## config.mk

```make
export PLATFORM = sky130hd
export DESIGN_NAME = cbc_ram
export DESIGN_NICKNAME = d
export VERILOG_FILES = /design/src/rtl/cbc_ram.sv
export SDC_FILE = /design/constraint.sdc
export NUM_CORES = 2
export LEC_CHECK = 0
export ABC_AREA = 1
export BUFFER_PORTS_ARGS = -buffer_cell sky130_fd_sc_hd__buf_2
export CORE_ASPECT_RATIO = 0.7
export CORE_MARGIN = 8
export CORE_UTILIZATION = 30
export DETAILED_ROUTE_END_ITERATION = 7
export GPL_ROUTABILITY_DRIVEN = 0
export SLEW_MARGIN = 10
export SYNTH_ARGS = -nofsm -noshare
export SYNTH_HDL_FRONTEND = slang
export SYNTH_SLANG_ARGS = --single-unit
```

## constraint.sdc

```tcl
create_clock -name clock -period 1.6 [get_ports clock]
set_clock_uncertainty 0.05 [all_clocks]
set_input_delay 0.16 -clock clock [delete_from_list [all_inputs] [get_ports clock]]
set_output_delay 0.16 -clock clock [all_outputs]
set_load 0.02 [all_outputs]
```

## src/rtl/cbc_ram.sv

```systemverilog
// generic single-clock ram, one write port and one registered read port
`default_nettype none

module cbc_ram #(
   parameter int WIDTH = 8,
   parameter int DEPTH = 256
) (
   input  wire logic                     clock,
   input  wire logic                     wr_en,
   input  wire logic [$clog2(DEPTH)-1:0] wr_addr,
   input  wire logic [WIDTH-1:0]         wr_data,
   input  wire logic                     rd_en,
   input  wire logic [$clog2(DEPTH)-1:0] rd_addr,
   output logic      [WIDTH-1:0]         rd_data
);

   logic [WIDTH-1:0] mem [DEPTH];

   // read data holds while no read is issued
   always_ff @(posedge clock) begin
      if (wr_en) begin
         mem[wr_addr] <= wr_data;
      end
      if (rd_en) begin
         rd_data <= mem[rd_addr];
      end
   end

endmodule

`default_nettype wire

```

==> results.json <==
{
  "outcome": "complete, but fails checks",
  "violations": "negative setup slack",
  "insertion_delay_ps": 840,
  "grt_max_degree": 82,
  "drc": 0,
  "clock_sinks": 2056,
  "ir_worst_vdd_mv": 0.933,
  "slowest_delay_ps": 590,
  "r2r-start": "mem[106][4]$_DFFE_PP_",
  "dr_total_vias": 58300,
  "dpl-instance-area_sq_um": 94000,
  "yosysTopAreaCell": "edfxtp_1",
  "hold_path_class": "primary input to flop",
  "cp_cell_sequence": "buf_6",
  "post-route-period-util_pct": 115,
  "cts_buffer_depth": 4,
  "core_sq_um": 278000,
  "maxSlewHeadroom_pct": 53.7,
  "worstReg2RegEnd": "rd_data[4]$_DFFE_PP_",
  "startpoint_type": "flop",
  "wl_per_cell_um": 22.5,
  "combPwrFrac_pct": 8.2,
  "grt_pass1_wl_mm": 374,
  "ys_seq_area_share_pct": 74.0,
  "hold_viol": 0,
  "start_util_pct": 30.1,
  "preCtsSetupSlack_ps": -1040,
  "r2r_setup_slack_ps": -230,
  "synth_nets": 7030,
  "synth_common_cells": "2123 x nand2_1, 2056 x edfxtp_1, 2019 x nand3_1, 283 x nor2_1, 268 x buf_2",
  "root_buffer": "clkbuf_16",
  "ioPinCount": 35,
  "holdPathEnd": "rd_data[3]$_DFFE_PP_",
  "syn_inst": 7003,
  "ys.flop_type": "edfxtp_1",
  "power_w": 0.112,
  "area_growth_syn_to_layout_pct": 23.5,
  "synth.most_common_cell": "nand2_1",
  "grt_overflow_total": 0,
  "std_cell_rows": 162,
  "cp-startpoint": "rd_data[1]$_DFFE_PP_",
  "vias_per_cell": 5.13,
  "syn-cell-area_sq_um": 83500,
  "seqPwrFrac_pct": 53.1,
  "rsz0062_at_grt": "yes",
  "tns_ps": -1860,
  "first_global_vias": 55300,
  "p_sw_share_pct": 23.3,
  "ant_nets": 0,
  "slowest_stage": "edfxtp_1",
  "p_clk_share_pct": 38.7,
  "antenna_found_initial": 11,
  "synth-async-reset-ratio_pct": 0,
  "track_usage_pct": 16.6,
  "hold_path.startpoint": "rd_addr[6]",
  "cts_tree": "done",
  "nNetsFinal": 7570,
  "dp_cells": 11000,
  "die_w_um": 646,
  "stdcell_count": 11400,
  "min_period_ps": 1850,
  "whs_path_depth": 6,
  "drt_wl_total_mm": 256,
  "finalSetupViolCount": 16,
  "ys_top_cells_by_area": "edfxtp_1 74%, nand3_1 12%, nand2_1 9.5%",
  "switchingPower_w": 0.0261,
  "path_class": "flop to output port",
  "max-cap-violations": 0,
  "synth_top_area_share_pct": 74.0,
  "synth-edff-count": 2056,
  "cp.required_ps": 1390,
  "worst_slack_ps": -246,
  "cts_inserted_buffers": 189,
  "crit_family": "flip-flops",
  "syn_avg_cell_area_sq_um": 11.9,
  "htreeDepth": 4,
  "ys_warn_count": 0,
  "power.density_nw_per_um2": 1090,
  "cp.buffers_inverters": 1,
  "worstMarginPinSlew_ps": 695,
  "p_int_w": 0.0859,
  "worstPathArrival_ps": 1640,
  "dpl.hpwl_mm": 163,
  "post_cts.repair.setup_buffers": 0,
  "clk_pin_slew_ps": 70,
  "dieArea_sq_um": 296000,
  "ys_seq_elements": 2056,
  "die_y_um": 457,
  "cp_max_fo": 1,
  "ys_types": 13,
  "first_iter_violations": 8538,
  "critPathCaptureType": "output port",
  "reg2reg_depth": 10,
  "finalMaxSlewViolations": 0,
  "fmax_mhz": 542,
  "portBuffers": 34,
  "leakage_nw": 36.5,
  "first_pass_iters": 8,
  "drive_gt1_share_pct": 20.8,
  "fin_area_sq_um": 103000
}
## placed cells by master (no fill, tap or decap), drive strengths merged
| cell | n |
|---|---|
| bufinv | 10 |
| nand3 | 2019 |
| nand2 | 2123 |
| inv | 39 |
| edfxtp | 2056 |
| nor2 | 283 |
| diode | 2 |
| dlygate4sd3 | 11 |
| clkbuf | 243 |
| buf | 821 |
| clkinvlp | 5 |
| clkinv | 67 |
## routing by layer
metal	part of all wire, %	wire length, um	global-route usage [%]
met1	44	112000	24.9
met2	42	106000	23.5
met3	12	30700	4.67
met4	2.6	6760	4.18
met5	0	0	0
## cell families after synthesis
group,after synthesis,share of synthesized area (%)
simple gates,4425,22.9
flops,2056,74.0
buf+inv,522,3.12
## area by class of cell
| cell class | count | area [sq um] |
|---|---|---|
| clock buffers | 243 | 5020 |
| clock inverters | 82 | 618 |
| diodes | 2 | 5.00 |
| inverters | 39 | 180 |
| multi-input cells | 4425 | 22400 |
| repair buffers | 832 | 8470 |
| flip-flops and latches | 2056 | 61700 |
| well taps | 3690 | 4620 |
| fillers | 26300 | 175000 |
## through the flow
stage	util, %	hold WS, ps
after floorplan	-	209
after global routing	37.1	70.8
after detailed placement	33.8	384
final	37.1	74.7
after global placement	33.8	384
after CTS	36.7	46.7
## power groups by stage
stage	combinational, W	sequential [W]	clock (W)
5_1_grt	0.00972	0.0594	0.0459
2_1_floorplan	0.00375	0.0606	0
3_3_place_gp	0.00800	0.0606	0
3_5_place_dp	0.00807	0.0606	0
6_report	0.00916	0.0594	0.0434
4_1_cts	0.00871	0.0594	0.0438
## sequential cells by signal (all words and copies together), names as in the netlist
| name | flops |
|---|---|
| mem | 2048 |
| rd_data | 8 |
## worst max path at each step
stage	endpoint	slack [ps]	cells after the start
4_1_cts	rd_data[1]	-320	1
6_report	rd_data[1]	-250	1
5_1_grt	rd_data[1]	-280	1
2_1_floorplan	mem[162][0]$_DFFE_PP_	-100	4
3_5_place_dp	rd_data[5]$_DFFE_PP_	-1040	13
3_3_place_gp	rd_data[5]$_DFFE_PP_	-1050	13
## what timing repair did
item	4_1_cts	5_1_grt
resized for setup	413	244
hold buffers	11	0
setup endpoints to repair	16	16
hold endpoints to repair	1957	0
pin swaps	168	159
Note: power is estimated with default switching activity, not from simulation.
