File: config.mk
export PLATFORM = sky130hd
export DESIGN_NAME = cbc_rtc
export DESIGN_NICKNAME = d
export VERILOG_FILES = /design/src/rtl/cbc_pkg.sv /design/src/rtl/cbc_rtc.sv
export SDC_FILE = /design/constraint.sdc
export NUM_CORES = 1
export LEC_CHECK = 0
export BUFFER_PORTS_ARGS = -buffer_cell sky130_fd_sc_hd__buf_2
export CAP_MARGIN = 20
export CORE_MARGIN = 2
export CORE_UTILIZATION = 40
export DETAILED_ROUTE_END_ITERATION = 6
export GPL_ROUTABILITY_DRIVEN = 0
export PLACE_DENSITY = 0.62
export SYNTH_ARGS = -nofsm -noshare
export SYNTH_HDL_FRONTEND = slang
export SYNTH_SLANG_ARGS = --single-unit
export TNS_END_PERCENT = 30
File: constraint.sdc
create_clock -name clock -period 3.8 [get_ports clock]
set_clock_uncertainty 0.15 [all_clocks]
set_input_delay 0.57 -clock clock [delete_from_list [all_inputs] [get_ports clock]]
set_output_delay 0.57 -clock clock [all_outputs]
set_load 0.01 [all_outputs]
File: src/rtl/cbc_pkg.sv
// shared types, constants and helper functions of the cartridge bank controller
`default_nettype none

package cbc_pkg;

   // sizes of the banked windows
   localparam int ROM_BANK_BYTES = 16384;
   localparam int RAM_BANK_BYTES = 8192;
   localparam int RAM_BANKS_MAX  = 4;
   localparam int ROM_OFFSET_W   = $clog2(ROM_BANK_BYTES);
   localparam int RAM_OFFSET_W   = $clog2(RAM_BANK_BYTES);
   localparam int RAM_BANK_W     = $clog2(RAM_BANKS_MAX);
   localparam int RAM_DEPTH      = RAM_BANKS_MAX * RAM_BANK_BYTES;
   localparam int RAM_ADDR_W     = $clog2(RAM_DEPTH);
   localparam int ROM_INDEX_W    = 21;
   localparam int ROM_BANK_W     = ROM_INDEX_W - ROM_OFFSET_W;

   // configuration port
   localparam int CSR_INDEX_W = 4;
   localparam logic [CSR_INDEX_W-1:0] CSR_ROM_BANK_BITS = 4'd0;
   localparam logic [CSR_INDEX_W-1:0] CSR_RAM_BANK_BITS = 4'd1;
   localparam logic [CSR_INDEX_W-1:0] CSR_HAS_RAM       = 4'd2;
   localparam logic [CSR_INDEX_W-1:0] CSR_HAS_RTC       = 4'd3;

   // clock register selects
   localparam logic [7:0] SEL_SECONDS  = 8'h08;
   localparam logic [7:0] SEL_MINUTES  = 8'h09;
   localparam logic [7:0] SEL_HOURS    = 8'h0A;
   localparam logic [7:0] SEL_DAY_LOW  = 8'h0B;
   localparam logic [7:0] SEL_DAY_HIGH = 8'h0C;

   // clock limits
   localparam int SECONDS_PER_MINUTE = 60;
   localparam int MINUTES_PER_HOUR   = 60;
   localparam int HOURS_PER_DAY      = 24;
   localparam int DAYS_WRAP          = 512;

   // misc byte values
   localparam logic [7:0] OPEN_BUS_BYTE = 8'hFF;
   localparam logic [3:0] RAM_ENABLE_KEY = 4'hA;
   localparam logic [7:0] LATCH_ARM_BYTE = 8'h00;
   localparam logic [7:0] LATCH_FIRE_BYTE = 8'h01;

   typedef enum logic [1:0] {
      OP_READ  = 2'd0,
      OP_WRITE = 2'd1,
      OP_TICK  = 2'd2,
      OP_NOP   = 2'd3
   } opcode_type;

   typedef enum logic [1:0] {
      KIND_OPEN = 2'd0,
      KIND_ROM  = 2'd1,
      KIND_DATA = 2'd2,
      KIND_NONE = 2'd3
   } kind_type;

   typedef struct packed {
      opcode_type  opcode;
      logic [15:0] bus_address;
      logic [7:0]  write_data;
   } req_type;

   typedef struct packed {
      kind_type               result_kind;
      logic [7:0]             read_data;
      logic [ROM_INDEX_W-1:0] rom_index;
      logic                   ram_was_written;
   } rsp_type;

   // clock counters, same layout as the latched copy
   typedef struct packed {
      logic       carry;
      logic       halt;
      logic [8:0] days;
      logic [4:0] hours;
      logic [5:0] minutes;
      logic [5:0] seconds;
   } rtc_time_type;

   typedef struct packed {
      logic tick;
      logic clock_write;
      logic latch;
   } rtc_cmd_type;

   function automatic logic sel_is_clock(input logic [7:0] sel);
      return (sel >= SEL_SECONDS) && (sel <= SEL_DAY_HIGH);
   endfunction

   // byte modulo 60 by restoring subtraction
   function automatic logic [7:0] mod60(input logic [7:0] x);
      logic [7:0] r;
      r = x;
      if (r >= 8'(4 * SECONDS_PER_MINUTE)) r = r - 8'(4 * SECONDS_PER_MINUTE);
      if (r >= 8'(2 * SECONDS_PER_MINUTE)) r = r - 8'(2 * SECONDS_PER_MINUTE);
      if (r >= 8'(SECONDS_PER_MINUTE)) r = r - 8'(SECONDS_PER_MINUTE);
      return r;
   endfunction

   // byte modulo 24 by restoring subtraction
   function automatic logic [7:0] mod24(input logic [7:0] x);
      logic [7:0] r;
      r = x;
      if (r >= 8'(8 * HOURS_PER_DAY)) r = r - 8'(8 * HOURS_PER_DAY);
      if (r >= 8'(4 * HOURS_PER_DAY)) r = r - 8'(4 * HOURS_PER_DAY);
      if (r >= 8'(2 * HOURS_PER_DAY)) r = r - 8'(2 * HOURS_PER_DAY);
      if (r >= 8'(HOURS_PER_DAY)) r = r - 8'(HOURS_PER_DAY);
      return r;
   endfunction

endpackage

`default_nettype wire

File: src/rtl/cbc_rtc.sv
// real-time clock counters, latch copy and register read/write
`default_nettype none

module cbc_rtc (
   input  wire logic                 clock,
   input  wire logic                 reset,
   input  wire cbc_pkg::rtc_cmd_type cmd,
   input  wire logic [7:0]           sel,
   input  wire logic [7:0]           wdata,
   output logic      [7:0]           rd_byte
);

   cbc_pkg::rtc_time_type live_ff, live_in;
   cbc_pkg::rtc_time_type latched_ff, latched_in;
   logic                  latch_taken_ff, latch_taken_in;
   cbc_pkg::rtc_time_type view;
   logic [6:0]            sec_inc;
   logic [6:0]            min_inc;
   logic [5:0]            hour_inc;
   logic [9:0]            day_inc;
   logic [7:0]            sec_mod;
   logic [7:0]            min_mod;
   logic [7:0]            hour_mod;
   logic [7:0]            wr_mod60;
   logic [7:0]            wr_mod24;

   // read side: latched copy once any latch was taken
   always_comb begin
      view     = latch_taken_ff ? latched_ff : live_ff;
      sec_mod  = cbc_pkg::mod60({2'b00, view.seconds});
      min_mod  = cbc_pkg::mod60({2'b00, view.minutes});
      hour_mod = cbc_pkg::mod24({3'b000, view.hours});
      case (sel)
         cbc_pkg::SEL_SECONDS: rd_byte = sec_mod;
         cbc_pkg::SEL_MINUTES: rd_byte = min_mod;
         cbc_pkg::SEL_HOURS:   rd_byte = hour_mod;
         cbc_pkg::SEL_DAY_LOW: rd_byte = view.days[7:0];
         default:              rd_byte = {view.carry, view.halt, 5'b00000, view.days[8]};
      endcase
   end

   // next state of the live counters
   always_comb begin
      live_in  = live_ff;
      sec_inc  = {1'b0, live_ff.seconds} + 7'd1;
      min_inc  = {1'b0, live_ff.minutes} + 7'd1;
      hour_inc = {1'b0, live_ff.hours} + 6'd1;
      day_inc  = {1'b0, live_ff.days} + 10'd1;
      wr_mod60 = cbc_pkg::mod60(wdata);
      wr_mod24 = cbc_pkg::mod24(wdata);
      if (cmd.tick && !live_ff.halt) begin
         // ripple carry through seconds, minutes, hours and days
         if (sec_inc < 7'(cbc_pkg::SECONDS_PER_MINUTE)) begin
            live_in.seconds = sec_inc[5:0];
         end else begin
            live_in.seconds = '0;
            if (min_inc < 7'(cbc_pkg::MINUTES_PER_HOUR)) begin
               live_in.minutes = min_inc[5:0];
            end else begin
               live_in.minutes = '0;
               if (hour_inc < 6'(cbc_pkg::HOURS_PER_DAY)) begin
                  live_in.hours = hour_inc[4:0];
               end else begin
                  live_in.hours = '0;
                  if (day_inc >= 10'(cbc_pkg::DAYS_WRAP)) begin
                     live_in.days  = '0;
                     live_in.carry = 1'b1;
                  end else begin
                     live_in.days = day_inc[8:0];
                  end
               end
            end
         end
      end else if (cmd.clock_write) begin
         case (sel)
            cbc_pkg::SEL_SECONDS: live_in.seconds = wr_mod60[5:0];
            cbc_pkg::SEL_MINUTES: live_in.minutes = wr_mod60[5:0];
            cbc_pkg::SEL_HOURS:   live_in.hours   = wr_mod24[4:0];
            cbc_pkg::SEL_DAY_LOW: live_in.days    = {live_ff.days[8], wdata};
            default: begin
               live_in.days  = {wdata[0], live_ff.days[7:0]};
               live_in.halt  = wdata[6];
               live_in.carry = wdata[7];
            end
         endcase
      end
   end

   // latch copy
   always_comb begin
      latched_in     = latched_ff;
      latch_taken_in = latch_taken_ff;
      if (cmd.latch) begin
         latched_in     = live_ff;
         latch_taken_in = 1'b1;
      end
   end

   always_ff @(posedge clock) begin
      if (reset) begin
         live_ff        <= '0;
         latched_ff     <= '0;
         latch_taken_ff <= 1'b0;
      end else begin
         live_ff        <= live_in;
         latched_ff     <= latched_in;
         latch_taken_ff <= latch_taken_in;
      end
   end

endmodule

`default_nettype wire

==> results.toml <==
[status]
status = "finished clean"

[clock_tree]
ctsHtreeMaxLevel = 3
cts.repair.resized = 0
cts_tree = "done"
cts-root-buf = "clkbuf_8"
cts_buffer_depth = 2
clk_pin_slew_worst_paths_ns = 0.07
cts.sinks = 57
cts_hold_buffers = 0
clk-insertion-delay-late_ns = 0.34
cts_setup_buffers = 0
numCtsBuffers = 9

[cells_and_area]
seqCellArea_mm2 = 0.00114
drive_above_1_share = 0.140
antenna_cells = 0
multiInputGateArea_mm2 = 0.00303
fillCellCount = 1098
design_area_mm2 = 0.00486
syn2layout_area_growth_pct = 10.9
fin_nets = 607

[yosys]
avgSynthCellArea_um2 = 7.83
ys.flop_type = "dfxtp_1"
syn_area_mm2 = 0.00439
yosysWarnings = 0
syn_nets = 594
synth_seq_area_share = 0.260
synthCells = 560
synth_edf_count = 0
ys_ff_latch = 57
synthArstFlopShare = 0
synthDistinctLibCells = 72

[floorplan]
ioPinCount = 29
core_area_mm2 = 0.0107
die-area_mm2 = 0.0118
fp.dieH_um = 109
die_w_um = 109
core.rowCount = 38
start_util = 0.408

[timing]
worst_pin_slew_ns = 0.851
period_minus_slack_ns = 3.34
rsz0062_at_grt = "false"
hold_violations = 0
period_share = 0.878
setup_tns_ns = 0
drv_slew = 0
slew-limit-headroom = 0.433
setup_violations = 0
max_freq_mhz = 300

[worst_setup_path]
reg2reg_depth = 10
crit_type = "reg2out"
start_kind = "flop"
r2r_slack_ns = 0.63
worstPathArrival_ns = 2.62
r2r-end = "live_ff[21]"
r2r-start = "live_ff[0]"
worstPathMaxFanout = 19
crit_required_ns = 3.08
endpoint_kind = "primary output"

[hold_path]
hold_start = "latched_ff[3]"
min-delay-path-class = "reg2reg"
min_to = "latched_ff[3]"
min_path_cells = 2

[route]
vias = 4090
wire_per_inst_um = 15.9
wirelength_mm = 11.4
ant_nets = 0
vias_per_cell = 5.70
firstDrtPassIters = 4
route.detailed.drc = 0
drt_iter0_markers = 273

[power]
power_density_mw_per_mm2 = 332
leakagePower_nw = 1.91
p_total_mw = 1.62
ir_worst_vdd_mv = 0.162

[placed_design]
place_area_mm2 = 0.00463
port_buffers = 28
hpwl_mm = 8.46

[global_routing]
grt_max_degree = 45
grt_pass1_vias = 3846
antenna_found_initial = 0
grt_pass1_wl_mm = 19.2
grt_overflow_total = 0
track_usage = 0.205

[job]
cap_violations = 0
## critical path: stages, from the launching register on
cell and delay (ns):
dfxtp_2 0.56, mux2_2 0.42, ha_1 0.21, nand2_1 0.09, or2_1 0.15, nand2b_1 0.11, a211oi_1 0.30, a31oi_1 0.12
o211ai_1 0.14, buf_2 0.17
## cell type report
cell class / instances / share of cell area
Tap cell: 140 / 0.0360
Clock buffer: 12 / 0.0319
Timing Repair Buffer: 40 / 0.0473
Multi-Input combinational cell: 451 / 0.624
Clock inverter: 4 / 0.0154
Inverter: 14 / 0.0108
Sequential cell: 57 / 0.235
## how the worst max path moves through the flow
stage                       end  slack, ns           start  depth (start not counted)
floorplan           live_ff[11]       0.51        wdata[4]                         13
global placement    live_ff[11]       0.25        wdata[4]                         14
detailed placement  live_ff[11]       0.11        wdata[4]                         14
CTS                 live_ff[11]       0.47        wdata[4]                         14
global route        live_ff[11]       0.22        wdata[4]                         14
finish               rd_byte[4]       0.46  latch_taken_ff                          9
## registers in the layout, summed over array words and instances, names as in the netlist
| signal | flops |
|---|---|
| live_ff | 28 |
| latched_ff | 28 |
| latch_taken_ff | 1 |
## power breakdown
group          internal (mW)  switching, mW  total, mW
Sequential             0.619         0.0377      0.656
Combinational          0.121          0.173      0.294
Clock                  0.406          0.259      0.665
Total                   1.15          0.470       1.62
## cells in the mapped netlist, types with 7 or more instances
| cell type | count | area, um^2 |
|---|---|---|
| buf_1 | 7 | 26.3 |
| inv_1 | 14 | 52.6 |
| o21ai_1 | 10 | 50.1 |
| and3_1 | 10 | 62.6 |
| nor3_1 | 11 | 55.1 |
| o21ai_0 | 29 | 145 |
| clkbuf_1 | 26 | 97.6 |
| dfxtp_1 | 57 | 1140 |
| o22ai_1 | 8 | 50.1 |
| nand2b_1 | 15 | 93.8 |
| nand2_1 | 47 | 176 |
| nor2_1 | 71 | 267 |
| a311oi_1 | 8 | 70.1 |
| a22oi_1 | 10 | 75.1 |
| mux2i_1 | 50 | 500 |
| ha_1 | 13 | 163 |
| nand3_1 | 22 | 110 |
| a31oi_1 | 11 | 68.8 |
| a21oi_1 | 18 | 90.1 |
| mux2_2 | 7 | 78.8 |
| o211ai_1 | 9 | 67.6 |
| xnor2_1 | 9 | 78.8 |
## per-layer routing
metal | track usage | part of all wire | vias to the layer above
met1 | 0.268 | 0.47 | 1901
met4 | 0.0723 | 0.019 | 0
met2 | 0.349 | 0.48 | 71
met5 | 0 | 0 | -
met3 | 0.0245 | 0.032 | 18
li1 | - | - | 2100
## logic make-up after synthesis
logic type                 synth area share
and+or+nand+nor                       0.251
AOI/OAI and AO/OA                     0.244
muxes                                 0.136
DFF                                   0.260
buffers and inverters                0.0479
adders and majority gates            0.0371
xor gates and xnor gates             0.0240
## cells in the final DEF (no fill, tap or decap), types with 10 or more instances in the layout
cell type  netlist  final
nor3_1          11     11
inv_1           14     14
buf_4            1     12
ha_1            13     13
and3_1          10     10
o21ai_0         29     29
nand2b_1        15     15
dfxtp_1         57     56
nand2_1         47     47
buf_2            3     28
clkbuf_8         0     11
a22oi_1         10     10
a21oi_1         18     18
nor2_1          71     71
nand3_1         22     22
o21ai_1         10     10
a31oi_1         11     11
mux2i_1         50     50
## through the flow
| stage | std cells | utilization | worst slack [ns] | hold WS [ns] |
|---|---|---|---|---|
| finish | 718 | 0.453 | 0.463 | 0.342 |
| detailed placement | 702 | 0.431 | 0.111 | 0.328 |
| global placement | 702 | 0.431 | 0.248 | 0.320 |
| global route | 718 | 0.453 | 0.218 | 0.370 |
| floorplan | 560 | - | 0.511 | 0.304 |
| CTS | 718 | 0.453 | 0.475 | 0.347 |
Power figures use the tool's default switching activity.
