## src/rtl/cbc_pkg.sv

```systemverilog
// shared types, constants and helper functions of the cartridge bank controller
`default_nettype none

package cbc_pkg;

   // sizes of the banked windows
   localparam int ROM_BANK_BYTES = 16384;
   localparam int RAM_BANK_BYTES = 8192;
   localparam int RAM_BANKS_MAX  = 4;
   localparam int ROM_OFFSET_W   = $clog2(ROM_BANK_BYTES);
   localparam int RAM_OFFSET_W   = $clog2(RAM_BANK_BYTES);
   localparam int RAM_BANK_W     = $clog2(RAM_BANKS_MAX);
   localparam int RAM_DEPTH      = RAM_BANKS_MAX * RAM_BANK_BYTES;
   localparam int RAM_ADDR_W     = $clog2(RAM_DEPTH);
   localparam int ROM_INDEX_W    = 21;
   localparam int ROM_BANK_W     = ROM_INDEX_W - ROM_OFFSET_W;

   // configuration port
   localparam int CSR_INDEX_W = 4;
   localparam logic [CSR_INDEX_W-1:0] CSR_ROM_BANK_BITS = 4'd0;
   localparam logic [CSR_INDEX_W-1:0] CSR_RAM_BANK_BITS = 4'd1;
   localparam logic [CSR_INDEX_W-1:0] CSR_HAS_RAM       = 4'd2;
   localparam logic [CSR_INDEX_W-1:0] CSR_HAS_RTC       = 4'd3;

   // clock register selects
   localparam logic [7:0] SEL_SECONDS  = 8'h08;
   localparam logic [7:0] SEL_MINUTES  = 8'h09;
   localparam logic [7:0] SEL_HOURS    = 8'h0A;
   localparam logic [7:0] SEL_DAY_LOW  = 8'h0B;
   localparam logic [7:0] SEL_DAY_HIGH = 8'h0C;

   // clock limits
   localparam int SECONDS_PER_MINUTE = 60;
   localparam int MINUTES_PER_HOUR   = 60;
   localparam int HOURS_PER_DAY      = 24;
   localparam int DAYS_WRAP          = 512;

   // misc byte values
   localparam logic [7:0] OPEN_BUS_BYTE = 8'hFF;
   localparam logic [3:0] RAM_ENABLE_KEY = 4'hA;
   localparam logic [7:0] LATCH_ARM_BYTE = 8'h00;
   localparam logic [7:0] LATCH_FIRE_BYTE = 8'h01;

   typedef enum logic [1:0] {
      OP_READ  = 2'd0,
      OP_WRITE = 2'd1,
      OP_TICK  = 2'd2,
      OP_NOP   = 2'd3
   } opcode_type;

   typedef enum logic [1:0] {
      KIND_OPEN = 2'd0,
      KIND_ROM  = 2'd1,
      KIND_DATA = 2'd2,
      KIND_NONE = 2'd3
   } kind_type;

   typedef struct packed {
      opcode_type  opcode;
      logic [15:0] bus_address;
      logic [7:0]  write_data;
   } req_type;

   typedef struct packed {
      kind_type               result_kind;
      logic [7:0]             read_data;
      logic [ROM_INDEX_W-1:0] rom_index;
      logic                   ram_was_written;
   } rsp_type;

   // clock counters, same layout as the latched copy
   typedef struct packed {
      logic       carry;
      logic       halt;
      logic [8:0] days;
      logic [4:0] hours;
      logic [5:0] minutes;
      logic [5:0] seconds;
   } rtc_time_type;

   typedef struct packed {
      logic tick;
      logic clock_write;
      logic latch;
   } rtc_cmd_type;

   function automatic logic sel_is_clock(input logic [7:0] sel);
      return (sel >= SEL_SECONDS) && (sel <= SEL_DAY_HIGH);
   endfunction

   // byte modulo 60 by restoring subtraction
   function automatic logic [7:0] mod60(input logic [7:0] x);
      logic [7:0] r;
      r = x;
      if (r >= 8'(4 * SECONDS_PER_MINUTE)) r = r - 8'(4 * SECONDS_PER_MINUTE);
      if (r >= 8'(2 * SECONDS_PER_MINUTE)) r = r - 8'(2 * SECONDS_PER_MINUTE);
      if (r >= 8'(SECONDS_PER_MINUTE)) r = r - 8'(SECONDS_PER_MINUTE);
      return r;
   endfunction

   // byte modulo 24 by restoring subtraction
   function automatic logic [7:0] mod24(input logic [7:0] x);
      logic [7:0] r;
      r = x;
      if (r >= 8'(8 * HOURS_PER_DAY)) r = r - 8'(8 * HOURS_PER_DAY);
      if (r >= 8'(4 * HOURS_PER_DAY)) r = r - 8'(4 * HOURS_PER_DAY);
      if (r >= 8'(2 * HOURS_PER_DAY)) r = r - 8'(2 * HOURS_PER_DAY);
      if (r >= 8'(HOURS_PER_DAY)) r = r - 8'(HOURS_PER_DAY);
      return r;
   endfunction

endpackage

`default_nettype wire

```

## src/rtl/cbc_ctrl.sv

```systemverilog
// configuration and bank registers, address decode and ram access setup
`default_nettype none

module cbc_ctrl (
   input  wire logic                                clock,
   input  wire logic                                reset,
   input  wire logic                                csr_write,
   input  wire logic [cbc_pkg::CSR_INDEX_W-1:0]     csr_index,
   input  wire logic [7:0]                          csr_data,
   input  wire logic                                accept,
   input  wire cbc_pkg::req_type                    req,
   input  wire logic [7:0]                          rtc_rd_byte,
   output cbc_pkg::rtc_cmd_type                     rtc_cmd,
   output logic      [7:0]                          rtc_sel,
   output logic                                     ram_we,
   output logic                                     ram_re,
   output logic      [cbc_pkg::RAM_ADDR_W-1:0]      ram_addr,
   output cbc_pkg::rsp_type                         draft,
   output logic                                     need_ram
);

   logic [2:0] rom_bank_bits_ff;
   logic [1:0] ram_bank_bits_ff;
   logic       has_ram_ff;
   logic       has_rtc_ff;
   logic       ram_enable_ff, ram_enable_in;
   logic [6:0] rom_bank_ff, rom_bank_in;
   logic [7:0] bank_sel_ff, bank_sel_in;
   logic [7:0] latch_byte_ff, latch_byte_in;

   logic [15:0]                       addr;
   logic [7:0]                        wdat;
   logic                              in_ram_win;
   logic                              sel_clock;
   logic [6:0]                        rom_mask;
   logic [6:0]                        rom_bank_eff;
   logic [6:0]                        rom_bank_m;
   logic                              rom_bank_ok;
   logic [1:0]                        ram_bits_eff;
   logic [cbc_pkg::RAM_BANK_W-1:0]    ram_mask;
   logic [cbc_pkg::RAM_BANK_W-1:0]    ram_bank;
   cbc_pkg::rtc_cmd_type              cmd;
   logic                              ram_hit;
   logic                              ram_wr_hit;

   assign addr    = req.bus_address;
   assign wdat    = req.write_data;
   assign rtc_sel = bank_sel_ff;

   // bank arithmetic
   always_comb begin
      in_ram_win   = (addr[15:13] == 3'b101);
      sel_clock    = cbc_pkg::sel_is_clock(bank_sel_ff);
      rom_mask     = 7'((8'd1 << rom_bank_bits_ff) - 8'd1);
      rom_bank_eff = (rom_bank_ff == 7'd0) ? 7'd1 : rom_bank_ff;
      rom_bank_m   = rom_bank_eff & rom_mask;
      if (rom_bank_m == 7'd0) begin
         rom_bank_m = 7'd1;
      end
      // with a single bank the banked window is open bus
      rom_bank_ok  = (rom_bank_bits_ff != 3'd0);
      ram_bits_eff = (ram_bank_bits_ff > 2'd2) ? 2'd2 : ram_bank_bits_ff;
      ram_mask     = cbc_pkg::RAM_BANK_W'((3'd1 << ram_bits_eff) - 3'd1);
      ram_bank     = bank_sel_ff[cbc_pkg::RAM_BANK_W-1:0] & ram_mask;
      ram_addr     = {ram_bank, addr[cbc_pkg::RAM_OFFSET_W-1:0]};
   end

   // decode of one item
   always_comb begin
      draft.result_kind     = cbc_pkg::KIND_NONE;
      draft.read_data       = 8'h00;
      draft.rom_index       = '0;
      draft.ram_was_written = 1'b0;
      cmd                   = '0;
      ram_hit               = 1'b0;
      ram_wr_hit            = 1'b0;
      ram_enable_in         = ram_enable_ff;
      rom_bank_in           = rom_bank_ff;
      bank_sel_in           = bank_sel_ff;
      latch_byte_in         = latch_byte_ff;
      case (req.opcode)
         cbc_pkg::OP_READ: begin
            draft.result_kind = cbc_pkg::KIND_OPEN;
            draft.read_data   = cbc_pkg::OPEN_BUS_BYTE;
            if (addr[15:14] == 2'b00) begin
               draft.result_kind = cbc_pkg::KIND_ROM;
               draft.read_data   = 8'h00;
               draft.rom_index   = {{cbc_pkg::ROM_BANK_W{1'b0}},
                                    addr[cbc_pkg::ROM_OFFSET_W-1:0]};
            end else if (addr[15:14] == 2'b01) begin
               if (rom_bank_ok) begin
                  draft.result_kind = cbc_pkg::KIND_ROM;
                  draft.read_data   = 8'h00;
                  draft.rom_index   = {rom_bank_m, addr[cbc_pkg::ROM_OFFSET_W-1:0]};
               end
            end else if (in_ram_win && ram_enable_ff) begin
               if (sel_clock) begin
                  if (has_rtc_ff) begin
                     draft.result_kind = cbc_pkg::KIND_DATA;
                     draft.read_data   = rtc_rd_byte;
                  end
               end else if (has_ram_ff) begin
                  // byte filled in from the ram read data in the middle stage
                  draft.result_kind = cbc_pkg::KIND_DATA;
                  draft.read_data   = 8'h00;
                  ram_hit           = 1'b1;
               end
            end
         end
         cbc_pkg::OP_WRITE: begin
            case (addr[15:13])
               3'b000: ram_enable_in = (wdat[3:0] == cbc_pkg::RAM_ENABLE_KEY);
               3'b001: rom_bank_in   = (wdat[6:0] == 7'd0) ? 7'd1 : wdat[6:0];
               3'b010: bank_sel_in   = wdat;
               3'b011: begin
                  latch_byte_in = wdat;
                  cmd.latch     = has_rtc_ff && (latch_byte_ff == cbc_pkg::LATCH_ARM_BYTE)
                                  && (wdat == cbc_pkg::LATCH_FIRE_BYTE);
               end
               3'b101: begin
                  if (ram_enable_ff) begin
                     if (sel_clock) begin
                        cmd.clock_write = has_rtc_ff;
                     end else if (has_ram_ff) begin
                        ram_wr_hit            = 1'b1;
                        draft.ram_was_written = 1'b1;
                     end
                  end
               end
               default: begin
               end
            endcase
         end
         cbc_pkg::OP_TICK: cmd.tick = has_rtc_ff;
         default: begin
         end
      endcase
   end

   // side effects only on an accepted item
   always_comb begin
      rtc_cmd  = accept ? cmd : '0;
      ram_we   = accept && ram_wr_hit;
      ram_re   = accept && ram_hit;
      need_ram = ram_hit;
   end

   always_ff @(posedge clock) begin
      if (reset) begin
         rom_bank_bits_ff <= 3'd7;
         ram_bank_bits_ff <= 2'd2;
         has_ram_ff       <= 1'b1;
         has_rtc_ff       <= 1'b1;
         ram_enable_ff    <= 1'b0;
         rom_bank_ff      <= 7'd1;
         bank_sel_ff      <= 8'h00;
         latch_byte_ff    <= 8'h00;
      end else begin
         if (csr_write) begin
            case (csr_index)
               cbc_pkg::CSR_ROM_BANK_BITS: rom_bank_bits_ff <= csr_data[2:0];
               cbc_pkg::CSR_RAM_BANK_BITS: ram_bank_bits_ff <= csr_data[1:0];
               cbc_pkg::CSR_HAS_RAM:       has_ram_ff       <= csr_data[0];
               cbc_pkg::CSR_HAS_RTC:       has_rtc_ff       <= csr_data[0];
               default: begin
               end
            endcase
         end
         if (accept) begin
            ram_enable_ff <= ram_enable_in;
            rom_bank_ff   <= rom_bank_in;
            bank_sel_ff   <= bank_sel_in;
            latch_byte_ff <= latch_byte_in;
         end
      end
   end

endmodule

`default_nettype wire

```

## config.mk

```make
export PLATFORM = sky130hd
export DESIGN_NAME = cbc_ctrl
export DESIGN_NICKNAME = d
export VERILOG_FILES = /design/src/rtl/cbc_pkg.sv /design/src/rtl/cbc_ctrl.sv
export SDC_FILE = /design/constraint.sdc
export NUM_CORES = 1
export LEC_CHECK = 0
export BUFFER_PORTS_ARGS = -buffer_cell sky130_fd_sc_hd__buf_2
export CORE_MARGIN = 2
export CORE_UTILIZATION = 40
export CTS_CLUSTER_DIAMETER = 60
export DETAILED_ROUTE_END_ITERATION = 16
export GPL_TIMING_DRIVEN = 0
export PLACE_DENSITY = 0.78
export REMOVE_ABC_BUFFERS = 1
export SLEW_MARGIN = 5
export SYNTH_ARGS = -nofsm -noshare
export SYNTH_HDL_FRONTEND = slang
export SYNTH_SLANG_ARGS = --single-unit
```

## constraint.sdc

```tcl
create_clock -name clock -period 1.5 [get_ports clock]
set_input_delay 0.075 -clock clock [delete_from_list [all_inputs] [get_ports clock]]
set_output_delay 0.075 -clock clock [all_outputs]
set_load 0.01 [all_outputs]
```

==> results of run 1 <==
## cell type report
cell class              count  area (um^2)
fillers                   421         1900
flip-flops and latches     31          641
well taps                  54         67.6
clock buffers               6         82.6
inverters                   6         22.5
multi-input cells         162         1270
clock inverters             2         35.0
repair buffers            122          671
## state kept, by name, summed over array words and instances (netlist names)
name,flops
rtc_sel,8
rom_bank_bits_ff,3
ram_bank_bits_ff,2
ram_enable_ff,1
has_rtc_ff,1
has_ram_ff,1
rom_bank_ff,7
latch_byte_ff,8
## per-stage QoR
stage,util,hold slack [ps],cell area [um^2]
final,0.594,19.0,2790
after global routing,0.594,27.8,2790
after CTS,0.569,18.2,2670
after detailed placement,0.499,314,2340
after global placement,0.499,307,2340
after floorplan,-,147,1750
## cells in the final DEF (no fill, tap or decap), types with 2 or more instances in the layout
| master | count |
|---|---|
| buf_6 | 4 |
| nor2_1 | 32 |
| o21ai_0 | 3 |
| nor4b_2 | 4 |
| nand2b_4 | 2 |
| nand3b_1 | 2 |
| mux2i_1 | 27 |
| nor4_1 | 2 |
| o211ai_1 | 3 |
| nand4_1 | 3 |
| nor3_2 | 3 |
| nand2_1 | 5 |
| dfxtp_1 | 23 |
| a21oi_1 | 2 |
| buf_2 | 104 |
| dfxtp_4 | 4 |
| inv_1 | 5 |
| a211o_1 | 2 |
| or2_4 | 2 |
| o31ai_1 | 2 |
| buf_4 | 14 |
| nand3_1 | 3 |
| and3_1 | 17 |
| and2_1 | 3 |
| and4b_1 | 2 |
| nand2b_1 | 3 |
| dfxtp_2 | 4 |
| o21a_1 | 9 |
| clkbuf_8 | 6 |
| nor2b_1 | 2 |
| nand3_2 | 2 |
## worst max-delay path, cell delays in order, from the launching register on
cell      delay, ps
dfxtp_4         370
nor3_4          210
inv_2            80
ha_4            180
nand2b_4        160
o32ai_4         260
a221o_1         160
o22ai_1          70
buf_2           150
## cells in the mapped netlist (5+ instances only)
library cell,count,area share
inv_1,6,0.012
nand2_1,6,0.012
o21ai_0,5,0.013
mux2i_1,27,0.14
buf_4,16,0.062
dfxtp_1,31,0.32
clkbuf_1,5,0.0097
o21a_1,9,0.035
nor2_1,33,0.064
buf_2,5,0.013
and3_1,18,0.058
nand3_1,6,0.016
nand2b_1,5,0.016
## power groups by stage
stage	clock, mW	sequential, mW	combinational, mW
2_1_floorplan	0	0.858	0.0842
3_3_place_gp	0	0.859	0.245
3_5_place_dp	0	0.860	0.247
4_1_cts	0.863	0.835	0.269
5_1_grt	0.897	0.835	0.300
6_report	0.847	0.835	0.277
## worst paths after layout
kind | to | slack, ps
max reg2reg | rom_bank_bits_ff[0]$_SDFFE_PP1P_ | 450
max | draft[15] | -490
min | rom_bank_bits_ff[2]$_SDFFE_PP1P_ | 20
min reg2reg | ram_bank_bits_ff[1]$_SDFFE_PP1P_ | 490
## layer usage
layer | wire length (um) | GRT usage | vias to the layer above
li1 | - | - | 996
met1 | 2150 | 0.203 | 943
met2 | 3100 | 0.410 | 82
met3 | 379 | 0.0535 | 8
met4 | 83 | 0.0707 | 0
met5 | 0 | 0 | -
## timing repair
action | 4_1_cts | 5_1_grt
cloned | 1 | 0
resized for setup | 33 | 16
buffers inserted | 11 | 7
pin swaps | 14 | 10
endpoints found under the setup margin | 35 | 35
## kinds of logic (layout without fill, tap and decap cells)
| logic type | count (synthesis) | after routing | synth area share |
|---|---|---|---|
| AND/OR/NAND/NOR | 103 | 104 | 0.318 |
| XOR/XNOR | 1 | 1 | 0.00455 |
| AO/OA/AOI/OAI | 29 | 29 | 0.105 |
| flip-flops | 31 | 31 | 0.322 |
| adder cells (fa/ha/maj) | 1 | 1 | 0.00650 |
| multiplexers | 27 | 27 | 0.140 |
| buffers and inverters | 33 | 136 | 0.103 |
==> reports/results.ini, run 1 <==
[die]
rows=25
core_area_mm2=0.00469
die_area_mm2=0.00538
die_w_um=73.4
die_h_um=73.4
initial_utilization=0.410
pin_count=111

[cts]
cts_tree=built
insertion_delay_ps=290
cts_buffers=5
htreeDepth=2
cts.clk_slew.worst_paths_ps=60
cts_max_path_buffers=2
clock_sinks=31
cts_hold_buffers=0
clockRootBuffer=clkbuf_8

[detailed_routing]
wl_per_cell_um=14.9
vias=2029
viasPerCell=5.30
firstDrtPassIters=4
detail-route-antenna-nets=0
drt_iter0_markers=48
drc=0
wirelength_mm=5.71

[place]
portBuffers=105
dpl.cell_count=357
dpl_worst_slack_ps=-498
hpwl_mm=3.97
gp_congestion=0.889

[synthesis]
synth_ff_type=dfxtp_1
synth_cell_types=44
netlist_area_mm2=0.00193
async_reset_ff_frac=0
synth_edf_count=0
ys_warn_count=0
syn_inst=225
ys_seq_area_frac=0.322
syn_avg_cell_area_um2=8.56
ys_ff_latch=31

[cells_and_area]
drive_above_1_share=0.508
areaGrowthSynthToFinish_pct=44.8
final_cells=383
nets=379
diodes=0

[power_and_ir_drop]
swShare=0.241
power_frac_clock=0.433
vdd_drop_max_mv=0.558
p_leak_nw=1.48
power_frac_comb=0.141
seqPwrFrac=0.426
power.total_mw=1.96
p_int_mw=1.49
switchingPower_mw=0.472
powerDensity_mw_per_mm2=703

[hold_path]
hold_path_class=input port to register
min-delay-start=csr_data[2]
holdPathStages=3

[critical_path]
reg2reg_from=rom_bank_bits_ff[0]$_SDFFE_PP1P_
critPathCaptureType=output port
cp.required_ps=1420
startpoint_type=register
cp_max_fo=6
setup.worst_path.start=rom_bank_bits_ff[1]$_SDFFE_PP1P_
crit_arrival_ps=1910
r2r_cells=3
path_class=register to output port

[timing]
fin_skew_ps=0
max_slew_margin=0.450
rsz0062_at_grt=true
period_needed_ps=1990
maxSlewViolCount=0
fin_setup_tns_ps=-6770
finalHoldViolCount=0
setup_viol=33
worstMarginPinSlew_ps=822
fin_crit_sh=1.33
fmax_mhz=503
worst_slack_ps=-489

[global_routing]
grt_pass1_wl_mm=8.58
grt_usage=0.207
grt_overflow=0
antenna_found_initial=0
grt_pass1_vias=1935
grt_max_degree=31

[status]
status=finished with violations
violations=negative setup slack

[run]
drv_cap=0

No activity file was read; power rests on OpenSTA's default activity.
==> inputs of run 2 (changes only) <==
--- a/config.mk
+++ b/config.mk
@@ -7,10 +7,12 @@
 export LEC_CHECK = 0
 export BUFFER_PORTS_ARGS = -buffer_cell sky130_fd_sc_hd__buf_2
+export CELL_PAD_IN_SITES_DETAIL_PLACEMENT = 1
+export CELL_PAD_IN_SITES_GLOBAL_PLACEMENT = 1
 export CORE_MARGIN = 2
-export CORE_UTILIZATION = 40
+export CORE_UTILIZATION = 33
 export CTS_CLUSTER_DIAMETER = 60
 export DETAILED_ROUTE_END_ITERATION = 16
 export GPL_TIMING_DRIVEN = 0
-export PLACE_DENSITY = 0.78
+export PLACE_DENSITY = 0.87
 export REMOVE_ABC_BUFFERS = 1
 export SLEW_MARGIN = 5
==> constraint.sdc (replaced) <==
create_clock -name clock -period 2.5 [get_ports clock]
set_input_delay 0.125 -clock clock [delete_from_list [all_inputs] [get_ports clock]]
set_output_delay 0.125 -clock clock [all_outputs]
set_load 0.005 [all_outputs]
==> run 2 against run 1 <==
Net effect:
- the flow now finishes without violations
- critical path depth unchanged
- global-route usage fell by 2.8 points
- register-to-register slack improved by 1100 ps
- worst setup slack better by 700 ps
- sequential share of layout area increased by 2.2 points
- critical path type unchanged
- largest cell class unchanged
- highest routed layer unchanged
==> reports/results.ini, run 2 (synthesized netlist as in run 1, its figures left out) <==
[critical_path]
critPathCaptureType=output port
cp_max_fo=11  ; +5
path_class=register to output port
rrSetupSlack_ps=1530  ; +1080 ps
startpoint_type=register
crit_arrival_ps=2170  ; +260 ps
cp.required_ps=2380  ; +960 ps

[timing]
period_needed_ps=2290
fin_skew_ps=0  ; unchanged
rsz0062_at_grt=false
maxSlewViolCount=0  ; unchanged
fin_setup_tns_ps=0  ; +6770 ps
finalHoldViolCount=0  ; unchanged
max_slew_margin=0.486  ; +0.0357
worstMarginPinSlew_ps=771  ; -50.5 ps
fin_crit_sh=0.917
setup_viol=0  ; -100%
fmax_mhz=436

[cts]
cts.clk_slew.worst_paths_ps=60  ; about the same
cts_buffers=5  ; unchanged
clock_sinks=31  ; unchanged
clockRootBuffer=clkbuf_8
htreeDepth=2  ; unchanged
postCtsSetupBuffers=0  ; -11
insertion_delay_ps=290  ; about the same
cts_max_path_buffers=2  ; unchanged
cts_tree=built

[place]
gp_congestion=0.791  ; -11%
hpwl_mm=4.62  ; +17%
dpl.cell_count=375  ; +5.0%
portBuffers=105  ; unchanged

[detailed_routing]
wirelength_mm=5.78  ; +1.3%
drc=0  ; unchanged
vias=1981  ; -2.4%
drt_iter0_markers=60  ; +25%
wl_per_cell_um=15.1  ; +1.3%
viasPerCell=5.17  ; -2.4%
detail-route-antenna-nets=0  ; unchanged
firstDrtPassIters=4  ; unchanged

[run]
drv_cap=0  ; unchanged

[die]
die_w_um=80.4  ; +9.6%
die_h_um=80.4  ; +9.6%
pin_count=111  ; unchanged
die_area_mm2=0.00646  ; +20%
rows=27  ; +8.0%
initial_utilization=0.345  ; -0.0649
core_area_mm2=0.00557  ; +19%

[global_routing]
grt_pass1_vias=1874  ; -3.2%
grt_max_degree=31  ; unchanged
grt_usage=0.179  ; -0.0276
grt_overflow=0  ; unchanged
antenna_found_initial=0  ; unchanged
grt_pass1_wl_mm=8.93  ; +4.1%

[power_and_ir_drop]
powerDensity_mw_per_mm2=436  ; -38%
power_frac_comb=0.129  ; -0.012
p_leak_nw=1.32  ; -11%
swShare=0.243  ; +0.00225
switchingPower_mw=0.262  ; -44%
vdd_drop_max_mv=0.345  ; -38%
power_frac_clock=0.402  ; -0.031
p_int_mw=0.816  ; -45%
seqPwrFrac=0.469  ; +0.043

[cells_and_area]
areaGrowthSynthToFinish_pct=28.3
drive_above_1_share=0.392  ; -0.115
diodes=0  ; unchanged
fillers=717  ; +70%
mostFrequentLayoutCells=buf_2 (105), nor2_1 (33), dfxtp_1 (30)
postLayoutCoreUtil=0.443  ; -0.151
layout_commonest_cell=buf_2
final_cells=383  ; unchanged
nets=361  ; -4.7%

[status]
status=completed

[hold_path]
hold_path_class=input port to register

==> run 2: changes by cell type in the layout (fill, tap and decap cells not counted), sizes merged <==
| cell | previous run | this run |
|---|---|---|
| or2 | 2 | 1 |
| clkinv | 1 | 0 |
| buf | 122 | 105 |
| bufinv | 1 | 0 |
| clkbuf | 6 | 8 |
==> run 2: worst paths after layout <==
| check | end | start | depth (start not counted) |
|---|---|---|---|
| worst min-delay path | rom_bank_bits_ff[2]$_SDFFE_PP1P_ | csr_data[2] | 3 |
| worst max-delay path | draft[15] | rom_bank_bits_ff[0]$_SDFFE_PP1P_ | 8 |
| worst min register to register | has_ram_ff$_SDFFE_PP1P_ | has_ram_ff$_SDFFE_PP1P_ | 2 |
| worst max register to register | rom_bank_bits_ff[0]$_SDFFE_PP1P_ | rom_bank_bits_ff[0]$_SDFFE_PP1P_ | 2 |
==> run 2: cell type report <==
type / count / area, um^2 / area share
Multi-Input combinational cell: 161 / 1110 / 0.449
Tap cell: 72 / 90.1 / 0.0365
Clock buffer: 8 / 100 / 0.0405
Inverter: 6 / 22.5 / 0.00912
Sequential cell: 31 / 622 / 0.252
Timing Repair Buffer: 105 / 526 / 0.213
==> run 2: through the flow <==
step | setup slack (ps) | power (mW) | hold WS [ps] | cell area, um^2
finish | 207 | 1.08 | 71.8 | 2470
global route | 37.4 | 1.13 | 102 | 2470
CTS | 92.8 | 1.09 | 72.0 | 2470
detailed placement | 422 | 0.656 | 375 | 2370
global placement | 462 | 0.653 | 369 | 2370
floorplan | 809 | 0.559 | 197 | 1750
==> run 2: power by group through the flow <==
stage | Sequential, mW | Clock, mW | Combinational [mW]
floorplan | 0.514 | 0 | 0.0449
global placement | 0.516 | 0 | 0.137
detailed placement | 0.516 | 0 | 0.140
CTS | 0.505 | 0.448 | 0.141
global route | 0.506 | 0.470 | 0.154
finish | 0.505 | 0.433 | 0.139
==> run 2: worst max-delay path, stage by stage, from the launching register on <==
cell,delay (ps)
dfxtp_1,410
nor3_2,250
inv_1,100
ha_1,280
nand2b_1,210
o32ai_1,290
a221o_1,140
o22ai_1,60
buf_2,130
==> run 2: timing repair <==
action / in CTS / in global routing
hold buffers: 0 / 0
setup endpoints to repair: 0 / 9
resized for setup: 0 / 3
==> run 2: layer usage <==
layer / track usage / share of wire / wire length, um
met5: 0 / 0 / 0
met4: 0.0610 / 0.016 / 90
met3: 0.0472 / 0.076 / 442
met2: 0.338 / 0.51 / 2940
met1: 0.189 / 0.40 / 2310
==> inputs of run 3 (changes only) <==
BUFFER_PORTS_ARGS = -buffer_cell sky130_fd_sc_hd__buf_4   (was -buffer_cell sky130_fd_sc_hd__buf_2)
RECOVER_POWER = 25   (was default)
==> run 3 against run 2 <==
Net effect:
- worst hold slack better by 11 ps
- non-clock buffer count unchanged
- clock power decreased by 8.8%
- critical endpoint unchanged
- register-to-register slack better by 50 ps
- fmax is 1.9% lower
==> reports/results.ini, run 3 (synthesized netlist as in run 1, its figures left out) <==
[global_routing]
grt_pass1_wl_mm=9.70  ; +8.7%
grt_usage=0.194  ; +0.0148
grt_overflow=0  ; unchanged
grt_pass1_vias=1899  ; +1.3%
antenna_found_initial=0  ; unchanged
grt_max_degree=31  ; unchanged

[die]
die_w_um=80.4  ; unchanged
die_h_um=80.4  ; unchanged
pin_count=111  ; unchanged
die_area_mm2=0.00646  ; unchanged
core_area_mm2=0.00557  ; unchanged
rows=27  ; unchanged
initial_utilization=0.345  ; unchanged

[place]
placed_cell_area_mm2=0.00263  ; +11%
dpl.cell_count=375  ; unchanged
hpwl_mm=4.93  ; +6.6%
dpl_worst_slack_ps=379  ; -42.2 ps
gp_congestion=0.833  ; +5.3%
portBuffers=105  ; unchanged

[detailed_routing]
firstDrtPassIters=4  ; unchanged
drc=0  ; unchanged
vias=1974  ; -0.35%
detail-route-antenna-nets=0  ; unchanged
drt_iter0_markers=67  ; +12%
wl_per_cell_um=16.2  ; +7.3%
wirelength_mm=6.21  ; +7.3%
viasPerCell=5.15  ; -0.35%

[run]
drv_cap=0  ; unchanged

[hold_path]
hold_path_class=input port to register
hold_end=rom_bank_bits_ff[0]$_SDFFE_PP1P_
min-delay-start=csr_data[0]
holdPathStages=2  ; -1

[cts]
cts_tree=built
clock_sinks=31  ; unchanged
htreeDepth=2  ; unchanged
clockRootBuffer=clkbuf_8
insertion_delay_ps=290  ; about the same
cts.clk_slew.worst_paths_ps=70  ; about the same
cts_max_path_buffers=2  ; unchanged
cts_buffers=5  ; unchanged

[critical_path]
slowest_delay_ps=390  ; -20 ps
cp.required_ps=2380  ; about the same
rrSetupSlack_ps=1580  ; +50 ps
cp_max_fo=11  ; unchanged
path_cells=nor3_4 > inv_1 > ha_1 > nand2b_1 > o32ai_1 > a221o_1 > o22ai_1 > buf_4
path_class=register to output port
critPathSlowestCell=dfxtp_2
r2r_cells=2  ; unchanged
crit_arrival_ps=2210  ; +40 ps
startpoint_type=register
reg2reg_from=rom_bank_bits_ff[0]$_SDFFE_PP1P_
critPathCaptureType=output port
timing.rr.end=rom_bank_bits_ff[0]$_SDFFE_PP1P_

[timing]
worst_slack_ps=161  ; -45.1 ps
fmax_mhz=428  ; -1.9%
period_needed_ps=2340  ; +45.1 ps
max_slew_margin=0.494  ; +0.00810
worst_hold_slack_ps=82.5  ; +10.7 ps
fin_crit_sh=0.935  ; +0.0181
finalHoldViolCount=0  ; unchanged
fin_skew_ps=0  ; unchanged
fin_setup_tns_ps=0  ; unchanged
maxSlewViolCount=0  ; unchanged
setup_viol=0  ; unchanged
worstMarginPinSlew_ps=756  ; -14.9 ps

[cells_and_area]
drive_above_1_share=0.389  ; -0.00322
regArea_um2=624  ; +0.40%
fillers=677  ; -5.6%
nets=361  ; unchanged
design_area_mm2=0.00271  ; +9.6%
diodes=0  ; unchanged
multiInputGateArea_mm2=0.00110  ; -0.45%
final_cells=383  ; unchanged
mostFrequentLayoutCells=buf_4 (85), nor2_1 (33), dfxtp_1 (28)
postLayoutCoreUtil=0.486  ; +0.0426
areaGrowthSynthToFinish_pct=40.6
layout_commonest_cell=buf_4

[power_and_ir_drop]
power.total_mw=1.07  ; -0.59%
p_leak_nw=1.34  ; +1.6%
vdd_drop_max_mv=0.278  ; -20%
powerDensity_mw_per_mm2=396  ; -9.3%

[status]
status=completed

[run 3: final cells by class]
cell class	count	share of cell area
Sequential cell	31	0.231
Clock inverter	3	0.00739
Clock buffer	5	0.0254
Tap cell	72	0.0333
Multi-Input combinational cell	161	0.408
Inverter	6	0.00832
Timing Repair Buffer	105	0.287
[run 3: worst max path at each step]
stage	from	slack (ps)	cells past startpoint	end
after floorplan	rom_bank_bits_ff[2]$_SDFFE_PP1P_	810	7	draft[15]
after global placement	rom_bank_bits_ff[2]$_SDFFE_PP1P_	420	6	draft[29]
after detailed placement	rom_bank_bits_ff[2]$_SDFFE_PP1P_	380	6	draft[27]
after CTS	rom_bank_bits_ff[2]$_SDFFE_PP1P_	40	6	draft[27]
after global routing	rom_bank_bits_ff[0]$_SDFFE_PP1P_	-3	8	draft[15]
final	rom_bank_bits_ff[0]$_SDFFE_PP1P_	160	8	draft[15]
[run 3: routing by layer]
metal | vias up | GRT usage | routed length [um]
met4 | 0 | 0.0559 | 84
met5 | - | 0 | 0
met2 | 76 | 0.359 | 3100
met1 | 935 | 0.212 | 2510
li1 | 956 | - | -
met3 | 7 | 0.0562 | 509
[run 3: worst max-delay path, delay by kind of cell (launching register included)]
kind	cells	cell delay [ps]
compound gates	3	530
simple gates	2	470
flops	1	390
buf+inv	2	250
fa+ha+maj	1	290
[run 3: repair_timing]
action | in CTS | in global routing
hold buffers | 0 | 0
resized for setup | 0 | 5
endpoints found under the hold margin | 0 | 0
setup buffers | 0 | 0
setup endpoints to repair | 0 | 9
[run 3: power by group]
| part | internal [mW] | switching (mW) |
|---|---|---|
| clock network | 0.193 | 0.201 |
| registers | 0.499 | 0.00694 |
| logic | 0.0958 | 0.0753 |
